<file path="config.mk">
export PLATFORM = sky130hd
export DESIGN_NAME = cmyk_rgb_pixel_converter_core
export DESIGN_NICKNAME = d
export VERILOG_FILES = /design/src/crgb_pkg.sv /design/src/crgb_datapath.sv /design/src/cmyk_rgb_pixel_converter_core.sv
export VERILOG_INCLUDE_DIRS = /design/src /design/src/src
export SDC_FILE = /design/constraint.sdc
export NUM_CORES = 2
export LEC_CHECK = 0
export BUFFER_PORTS_ARGS = -buffer_cell sky130_fd_sc_hd__buf_2
export CAP_MARGIN = 40
export CORE_AREA = 2 2 294 515
export DETAILED_ROUTE_END_ITERATION = 8
export DIE_AREA = 0 0 296 517
export GPL_TIMING_DRIVEN = 1
export PLACE_DENSITY_LB_ADDON = 0.05
export SETUP_SLACK_MARGIN = 0.3
export SYNTH_ARGS = -nofsm -noshare
export SYNTH_HDL_FRONTEND = slang
export SYNTH_SLANG_ARGS = --single-unit
</file>
<file path="constraint.sdc">
create_clock -name clk -period 8.45 [get_ports clk]
set_clock_uncertainty 0.05 [all_clocks]
set_input_delay 1.69 -clock clk [delete_from_list [all_inputs] [get_ports clk]]
set_output_delay 1.69 -clock clk [all_outputs]
set_load 0.005 [all_outputs]
</file>
<file path="src/cmyk_rgb_pixel_converter_core_assert.svh">
// Assertion macros used by the CMYK/RGB converter top level.
`ifndef CMYK_RGB_PIXEL_CONVERTER_CORE_ASSERT_SVH
`define CMYK_RGB_PIXEL_CONVERTER_CORE_ASSERT_SVH

`ifndef NO_ASSERTIONS

// Checks a property on every clock edge outside reset.
`define CRGB_ASSERT(lbl, clk, rst, prop) \
  lbl: assert property (@(posedge clk) disable iff (rst) prop) \
    else $error("crgb: assertion failed");

// Checks that a condition on one edge implies another on the next edge.
`define CRGB_ASSERT_NEXT(lbl, clk, rst, ante, cons) \
  lbl: assert property (@(posedge clk) disable iff (rst) (ante) |=> (cons)) \
    else $error("crgb: assertion failed");

`else

`define CRGB_ASSERT(lbl, clk, rst, prop)
`define CRGB_ASSERT_NEXT(lbl, clk, rst, ante, cons)

`endif

`endif

</file>
<file path="src/crgb_pkg.sv">
// Shared types, constants and helpers for the CMYK/RGB pixel converter.
`timescale 1ns / 1ps

package crgb_pkg;

  localparam int unsigned NUM_STAGES = 5;

  localparam logic OP_CMYK2RGB = 1'b0;
  localparam logic OP_RGB2CMYK = 1'b1;

  localparam logic [6:0]  PCT_FULL  = 7'd100;
  localparam logic [7:0]  BYTE_FULL = 8'd255;
  localparam logic [13:0] PCT_SQ    = 14'd10000;
  localparam logic [8:0]  BLACK_DIV = 9'd510;

  // Reciprocal of 10000 scaled by 2^24, and the shift that goes with it.
  localparam int unsigned DIV_SHIFT = 24;
  localparam logic [10:0] RECIP_10K = 11'(2**24 / 10000);

  // Reciprocals of 2*m are scaled by 2^16.
  localparam int unsigned RECIP_SHIFT = 16;
  // Dividing by 510 is estimated by a shift of 9, then corrected.
  localparam int unsigned BLACK_SHIFT = 9;

  // Input pixel, lowest field in the lowest bits; op sits on top.
  typedef struct packed {
    logic       op;
    logic [7:0] alpha;
    logic [7:0] blue;
    logic [7:0] green;
    logic [7:0] red;
    logic [6:0] key_black;
    logic [6:0] yellow;
    logic [6:0] magenta;
    logic [6:0] cyan;
  } pix_in_t;

  typedef struct packed {
    logic [7:0] alpha_out;
    logic [6:0] black_out;
    logic [6:0] yellow_out;
    logic [6:0] magenta_out;
    logic [6:0] cyan_out;
    logic [7:0] blue_out;
    logic [7:0] green_out;
    logic [7:0] red_out;
  } pix_out_t;

  // Complement of a percentage, with inputs above 100 saturated first.
  function automatic logic [6:0] sat_comp(input logic [6:0] v);
    return (v > PCT_FULL) ? 7'd0 : PCT_FULL - v;
  endfunction

endpackage

</file>
<file path="src/crgb_datapath.sv">
// Five-stage arithmetic pipeline for both conversion directions.
`timescale 1ns / 1ps

module crgb_datapath (
  input  logic                               clk,
  input  logic [crgb_pkg::NUM_STAGES-1:0]    en,
  input  crgb_pkg::pix_in_t                  pix_in,
  output crgb_pkg::pix_out_t                 pix_out
);
  import crgb_pkg::*;

  // Reciprocal table: floor(2^16 / (2*m)); entry zero is unused.
  logic [15:0] recip_tab [256];
  assign recip_tab[0] = 16'd0;
  for (genvar i = 1; i < 256; i++) begin : g_recip
    localparam int unsigned RV = 32768 / i;
    assign recip_tab[i] = 16'(RV);
  end

  // Stage 1: saturate and complement inks, find the largest channel.
  logic       s1_op;
  logic [7:0] s1_alpha;
  logic [6:0] s1_comp [3];
  logic [6:0] s1_kcomp;
  logic [7:0] s1_m;
  logic [7:0] s1_d [3];
  logic [7:0] m_in;
  logic [7:0] ch_in [3];

  always_comb begin
    ch_in[0] = pix_in.red;
    ch_in[1] = pix_in.green;
    ch_in[2] = pix_in.blue;
    m_in = ch_in[0];
    if (ch_in[1] > m_in) m_in = ch_in[1];
    if (ch_in[2] > m_in) m_in = ch_in[2];
  end

  always_ff @(posedge clk) begin
    if (en[0]) begin
      s1_op      <= pix_in.op;
      s1_alpha   <= pix_in.alpha;
      s1_comp[0] <= sat_comp(pix_in.cyan);
      s1_comp[1] <= sat_comp(pix_in.magenta);
      s1_comp[2] <= sat_comp(pix_in.yellow);
      s1_kcomp   <= sat_comp(pix_in.key_black);
      s1_m       <= m_in;
      for (int i = 0; i < 3; i++) begin
        s1_d[i] <= m_in - ch_in[i];
      end
    end
  end

  // Stage 2: ink products, rounding numerators and the reciprocal lookup.
  logic        s2_op;
  logic [7:0]  s2_alpha;
  logic [13:0] s2_p [3];
  logic [15:0] s2_n [3];
  logic [15:0] s2_nb;
  logic [15:0] s2_recip;
  logic [7:0]  s2_m;

  always_ff @(posedge clk) begin
    if (en[1]) begin
      s2_op    <= s1_op;
      s2_alpha <= s1_alpha;
      s2_m     <= s1_m;
      s2_recip <= recip_tab[s1_m];
      s2_nb    <= 16'(BYTE_FULL - s1_m) * 16'd200 + 16'(BYTE_FULL);
      for (int i = 0; i < 3; i++) begin
        s2_p[i] <= 14'(s1_comp[i]) * 14'(s1_kcomp);
        s2_n[i] <= 16'(s1_d[i]) * 16'd200 + 16'(s1_m);
      end
    end
  end

  // Stage 3: scale products by 255; multiply numerators by the reciprocal.
  logic        s3_op;
  logic [7:0]  s3_alpha;
  logic [21:0] s3_x [3];
  logic [31:0] s3_prod [3];
  logic [15:0] s3_n [3];
  logic [15:0] s3_nb;
  logic [7:0]  s3_m;

  always_ff @(posedge clk) begin
    if (en[2]) begin
      s3_op    <= s2_op;
      s3_alpha <= s2_alpha;
      s3_m     <= s2_m;
      s3_nb    <= s2_nb;
      for (int i = 0; i < 3; i++) begin
        s3_x[i]    <= 22'(s2_p[i]) * 22'(BYTE_FULL);
        s3_prod[i] <= 32'(s2_n[i]) * 32'(s2_recip);
        s3_n[i]    <= s2_n[i];
      end
    end
  end

  // Stage 4: reciprocal multiply for the channel quotient; take the ink
  // and black estimates, which are exact or one short.
  logic        s4_op;
  logic [7:0]  s4_alpha;
  logic [32:0] s4_y [3];
  logic [21:0] s4_x [3];
  logic [6:0]  s4_qe [3];
  logic [15:0] s4_n [3];
  logic [6:0]  s4_qb;
  logic [15:0] s4_nb;
  logic [7:0]  s4_m;

  always_ff @(posedge clk) begin
    if (en[3]) begin
      s4_op    <= s3_op;
      s4_alpha <= s3_alpha;
      s4_m     <= s3_m;
      s4_nb    <= s3_nb;
      s4_qb    <= s3_nb[BLACK_SHIFT +: 7];
      for (int i = 0; i < 3; i++) begin
        s4_y[i]  <= 33'(s3_x[i]) * 33'(RECIP_10K);
        s4_x[i]  <= s3_x[i];
        s4_qe[i] <= s3_prod[i][RECIP_SHIFT +: 7];
        s4_n[i]  <= s3_n[i];
      end
    end
  end

  // Stage 5: one correction step per quotient, then select the direction.
  logic [7:0]  chan_est [3];
  logic [7:0]  chan_fix [3];
  logic [6:0]  ink_fix [3];
  logic [6:0]  black_fix;
  logic [22:0] chan_chk [3];
  logic [16:0] ink_chk [3];
  logic [15:0] black_chk;
  logic [8:0]  two_m;

  always_comb begin
    two_m     = {s4_m, 1'b0};
    black_chk = 16'(s4_qb + 7'd1) * 16'(BLACK_DIV);
    black_fix = (black_chk <= s4_nb) ? s4_qb + 7'd1 : s4_qb;
    for (int i = 0; i < 3; i++) begin
      chan_est[i] = s4_y[i][DIV_SHIFT +: 8];
      chan_chk[i] = 23'(9'(chan_est[i]) + 9'd1) * 23'(PCT_SQ);
      chan_fix[i] = (chan_chk[i] <= 23'(s4_x[i])) ? chan_est[i] + 8'd1 : chan_est[i];
      ink_chk[i]  = 17'(8'(s4_qe[i]) + 8'd1) * 17'(two_m);
      if (s4_m == 8'd0) begin
        ink_fix[i] = 7'd0;
      end else begin
        ink_fix[i] = (ink_chk[i] <= 17'(s4_n[i])) ? s4_qe[i] + 7'd1 : s4_qe[i];
      end
    end
  end

  always_ff @(posedge clk) begin
    if (en[4]) begin
      pix_out.alpha_out <= s4_alpha;
      if (s4_op == OP_CMYK2RGB) begin
        pix_out.red_out     <= chan_fix[0];
        pix_out.green_out   <= chan_fix[1];
        pix_out.blue_out    <= chan_fix[2];
        pix_out.cyan_out    <= 7'd0;
        pix_out.magenta_out <= 7'd0;
        pix_out.yellow_out  <= 7'd0;
        pix_out.black_out   <= 7'd0;
      end else begin
        pix_out.red_out     <= 8'd0;
        pix_out.green_out   <= 8'd0;
        pix_out.blue_out    <= 8'd0;
        pix_out.cyan_out    <= ink_fix[0];
        pix_out.magenta_out <= ink_fix[1];
        pix_out.yellow_out  <= ink_fix[2];
        pix_out.black_out   <= black_fix;
      end
    end
  end

endmodule

</file>
<file path="src/cmyk_rgb_pixel_converter_core.sv">
// Top level of the streaming CMYK/RGB pixel converter.
`timescale 1ns / 1ps
`include "cmyk_rgb_pixel_converter_core_assert.svh"

// Usage:
// Pixels enter on the slave stream (s_axis_*). The tuser bit picks the
// direction for each pixel: 0 turns cyan, magenta, yellow and black
// percentages into red, green and blue bytes, 1 turns red, green and blue
// bytes into the four percentages. Alpha is copied through in both cases.
// Results leave on the master stream (m_axis_*); the fields of the unused
// direction are zero. Every input transfer gives exactly one output transfer.
// Output valid is the last stage's valid bit, so each pixel passes through
// every stage register in order before it can leave. The block takes one
// pixel per clock while the receiver keeps up; the figure is set by the
// five-stage arithmetic pipeline, whose slowest step is a reciprocal multiply
// for the per-pixel divisions, followed by a single correction stage.
// Each stage holds its own valid bit. When the receiver stalls, the output
// stage holds its pixel and earlier stages keep filling empty slots, so
// input is refused only once every stage holds a pixel. Nothing is lost or
// repeated across a stall. A synchronous reset empties the pipeline; no
// table or memory needs to be cleared afterwards.

module cmyk_rgb_pixel_converter_core (
  input  logic        clk,
  input  logic        rst,
  input  logic        s_axis_tvalid,
  output logic        s_axis_tready,
  // cyan[6:0], magenta[13:7], yellow[20:14], key_black[27:21], red[35:28],
  // green[43:36], blue[51:44], alpha[59:52], zero pad[63:60]
  input  logic [63:0] s_axis_tdata,
  // op[0]
  input  logic        s_axis_tuser,
  output logic        m_axis_tvalid,
  input  logic        m_axis_tready,
  // red_out[7:0], green_out[15:8], blue_out[23:16], cyan_out[30:24],
  // magenta_out[37:31], yellow_out[44:38], black_out[51:45],
  // alpha_out[59:52], zero pad[63:60]
  output logic [63:0] m_axis_tdata
);
  import crgb_pkg::*;

  pix_in_t                 pix_in;
  pix_out_t                pix_out;
  logic [NUM_STAGES-1:0]   vld;
  logic [NUM_STAGES-1:0]   en;

  // The payload below the pad bits lines up with the packed struct.
  assign pix_in = {s_axis_tuser, s_axis_tdata[59:0]};

  // A stage may load when it is empty or when the stage after it moves.
  always_comb begin
    en[NUM_STAGES-1] = !vld[NUM_STAGES-1] || m_axis_tready;
    for (int k = NUM_STAGES - 2; k >= 0; k--) begin
      en[k] = !vld[k] || en[k+1];
    end
  end

  always_ff @(posedge clk) begin
    if (rst) begin
      vld <= '0;
    end else begin
      if (en[0]) vld[0] <= s_axis_tvalid;
      for (int k = 1; k < NUM_STAGES; k++) begin
        if (en[k]) vld[k] <= vld[k-1];
      end
    end
  end

  crgb_datapath u_datapath (
    .clk     (clk),
    .en      (en),
    .pix_in  (pix_in),
    .pix_out (pix_out)
  );

  assign s_axis_tready = en[0];
  assign m_axis_tvalid = vld[NUM_STAGES-1];
  assign m_axis_tdata  = {4'd0, pix_out};

  // The number of pixels in flight changes only by the transfers taken.
  `CRGB_ASSERT_NEXT(a_occupancy, clk, rst, 1'b1, $countones(vld) == $countones($past(vld)) + int'($past(s_axis_tvalid && s_axis_tready)) - int'($past(m_axis_tvalid && m_axis_tready)))

  // A ready receiver lets the whole pipeline advance.
  `CRGB_ASSERT(a_ready_chain, clk, rst, m_axis_tready |-> s_axis_tready)

  // Only one direction's fields are populated in a result.
  `CRGB_ASSERT(a_one_direction, clk, rst, m_axis_tvalid |-> ((pix_out.red_out == 8'd0 && pix_out.green_out == 8'd0 && pix_out.blue_out == 8'd0) || (pix_out.cyan_out == 7'd0 && pix_out.magenta_out == 7'd0 && pix_out.yellow_out == 7'd0 && pix_out.black_out == 7'd0)))

  // Percentages produced never exceed full scale.
  `CRGB_ASSERT(a_pct_range, clk, rst, m_axis_tvalid |-> (pix_out.cyan_out <= PCT_FULL && pix_out.magenta_out <= PCT_FULL && pix_out.yellow_out <= PCT_FULL && pix_out.black_out <= PCT_FULL))

endmodule

</file>
==> results.ini <==
[worst_setup_path]
cp_max_fo = 11
end_kind = flop
path_depth = 26
crit_path_top_delay_cell = edfxtp_1
reg2reg_depth = 26
path_buf_inv = 4
startpoint_type = flop
startpoint = u_datapath.s4_qe[0][7]$_DFFE_PP_
rr_endpoint = u_datapath.pix_out[35]$_SDFFCE_PP0P_
worstPathRequired_ns = 8.91
critPathArrivalTime_ns = 8.11
reg2reg_slack_ns = 0.81
crit_family = adder cells
cp_slowest_stage_delay_ns = 0.73
path_class = reg -> reg
r2r_start = u_datapath.s4_qe[0][7]$_DFFE_PP_

[routing]
ant_nets = 0
first_iter_violations = 2160
wl_um = 179000
post_drt_wl_per_cell_um = 17.2
vias = 55100
drcViolationCount = 0
first_pass_iters = 5
vias_per_cell = 5.30

[timing]
setup_slack_ns = 0.809
tns_ns = 0
rsz0062_at_grt = false
worstMarginPinSlew_ns = 0.990
maxSlewHeadroom = 0.340
fin_crit_sh = 0.904
maxSlewViolCount = 0
finalHoldViolations = 0
period_needed_ns = 7.64
max_freq_mhz = 131
setup_viol = 0

[global_route]
antenna_found_initial = 14
grt_overflow_total = 0
grt_pass1_wl_um = 300000
grt_max_degree = 80
grt_pass1_vias = 59800
grt.total_usage = 0.247

[hold_path]
min-delay-start = u_datapath.s3_n[0][3]$_DFFE_PP_
min_path_cells = 0
whs_endpoint = u_datapath.s4_n[0][3]$_DFFE_PP_
hp-class = reg -> reg

[synth]
synthMuxAreaShare = 0.00415
syn_avg_cell_area_um2 = 10.0
synth-simple-area-share = 0.106
synth_edf_count = 589
synthAdderAreaFrac = 0.469
yosysMostFrequentCell = inv_1
netlist.top_cell.by_area = fa_1
synthTopCellsByArea = fa_1 (27%), edfxtp_1 (21%), ha_1 (20%), inv_1 (8.7%), xnor2_1 (3.2%)
synth_top_family_by_area = adder cells
async_reset_ff_frac = 0
synth_compound_area_frac = 0.0649
synth_xor_area_frac = 0.0463
yosysUniqueCellTypes = 88
synthTopCellsByCount = inv_1 (1914), ha_1 (1316), fa_1 (1120)
synth_top_area_share = 0.270
synthesis.area_mm2 = 0.0830
ys.flop_type = edfxtp_1
ys.warnings.count = 0
synth-seq-area-share = 0.214
syn_inst = 8257
yosys_register_bits = 594

[cells_and_area]
postLayoutCoreUtil = 0.593
area_delta_synth_final_pct = 6.55
final_area_mm2 = 0.0884
nNetsFinal = 10800
final_layout_size_suffix_gt1_frac = 0.0405

[place]
port_buffers = 126
dp_hpwl_um = 148000
gp_congestion = 0.880
post_dp_cell_area_mm2 = 0.0861
pre_cts_slack_ns = 0.906

[clocking]
holdBufCountCts = 0
cts_tree = yes
cts-root-buf = clkbuf_16
clk_path_buf_depth = 3
post_cts_buffers = 0
clock-sinks = 594
cts.clk_slew.worst_paths_ns = 0.06
ctsResizeCount = 0
htree_levels = 3
worstSkewPairLatency_ns = 0.67
cts_made_buffers = 66

[status]
outcome = finished, final reports clean

[floorplanning]
rows = 188
dieHeight_um = 517
start_util = 0.556
core_mm2 = 0.149
fp.dieW_um = 296
pin_count = 135
die_area_mm2 = 0.153

[run]
drv_cap = 0

==> per-layer routing <==
metal | up-vias | global-route usage | share of wire | routed length [um]
met4 | 18 | 0.0960 | 0.040 | 7140
li1 | 26400 | - | - | -
met5 | - | 0 | 0.00066 | 119
met2 | 806 | 0.469 | 0.55 | 97800
met1 | 27500 | 0.283 | 0.39 | 69100
met3 | 347 | 0.0233 | 0.028 | 5010
==> sequential cells by signal, summed over array words and instances, names as in the netlist, 16 cells and up <==
signal	count
u_datapath.s3_x	66
u_datapath.pix_out	60
u_datapath.s4_x	60
u_datapath.s2_p	42
u_datapath.s2_n	39
u_datapath.s3_n	39
u_datapath.s4_n	39
u_datapath.s4_y	30
u_datapath.s1_d	24
u_datapath.s1_comp	21
u_datapath.s3_prod	21
u_datapath.s4_qe	21
u_datapath.s2_recip	16
==> cell type report <==
class / count / area (um^2)
fillers: 13200 / 60700
multi-input cells: 5557 / 57300
flip-flops and latches: 594 / 17800
inverters: 1918 / 7210
well taps: 1995 / 2500
clock buffers: 68 / 1660
repair buffers: 199 / 1370
clock inverters: 52 / 587
diodes: 5 / 12.5
==> stage by stage <==
step / instances / hold slack (ns)
after floorplan: 8260 / 0.350
after global placement: 10300 / 0.351
after detailed placement: 10300 / 0.355
after CTS: 10400 / 0.355
after global routing: 10400 / 0.362
final: 10400 / 0.359
==> how the worst max path moves through the flow <==
stage                                      endpoint  slack [ns]
2_1_floorplan      u_datapath.s1_d[0][15]$_DFFE_PP_        1.34
3_3_place_gp   u_datapath.pix_out[32]$_SDFFCE_PP0P_        0.93
3_5_place_dp   u_datapath.pix_out[35]$_SDFFCE_PP0P_        0.91
4_1_cts        u_datapath.pix_out[35]$_SDFFCE_PP0P_        0.84
5_1_grt        u_datapath.pix_out[35]$_SDFFCE_PP0P_        0.36
6_report       u_datapath.pix_out[35]$_SDFFCE_PP0P_        0.81
==> worst register-to-register path, delay by kind of cell, from the launching register on <==
kind / cells / cell delay (ns)
AOI/OAI and AO/OA: 5 / 1.17
xor gates and xnor gates: 2 / 0.73
adders and majority gates: 6 / 2.59
buffers and inverters: 4 / 0.22
DFF: 1 / 0.73
and+or+nand+nor: 9 / 2.02
==> kinds of logic after synthesis <==
kind of cell,count (synthesis)
adder cells (fa/ha/maj),2436
other,1
AO/OA/AOI/OAI,831
XOR/XNOR,439
flip-flops,594
multiplexers,30
buffers and inverters,2109
AND/OR/NAND/NOR,1817
==> cells in the final DEF (no fill, tap or decap), types with 72 or more instances in the layout <==
| cell | n |
|---|---|
| inv_1 | 1912 |
| a21o_1 | 77 |
| nor2b_1 | 103 |
| nand2_1 | 639 |
| ha_1 | 1316 |
| fa_1 | 1120 |
| nor3_1 | 72 |
| buf_2 | 126 |
| and2_1 | 384 |
| xor2_1 | 138 |
| a21oi_1 | 245 |
| edfxtp_1 | 589 |
| nor2_1 | 330 |
| nand3_1 | 103 |
| o21ai_0 | 126 |
| xnor2_1 | 301 |
Power is not shown: default switching activity piles up to over one toggle a cycle in this logic, so the estimate is an artifact.
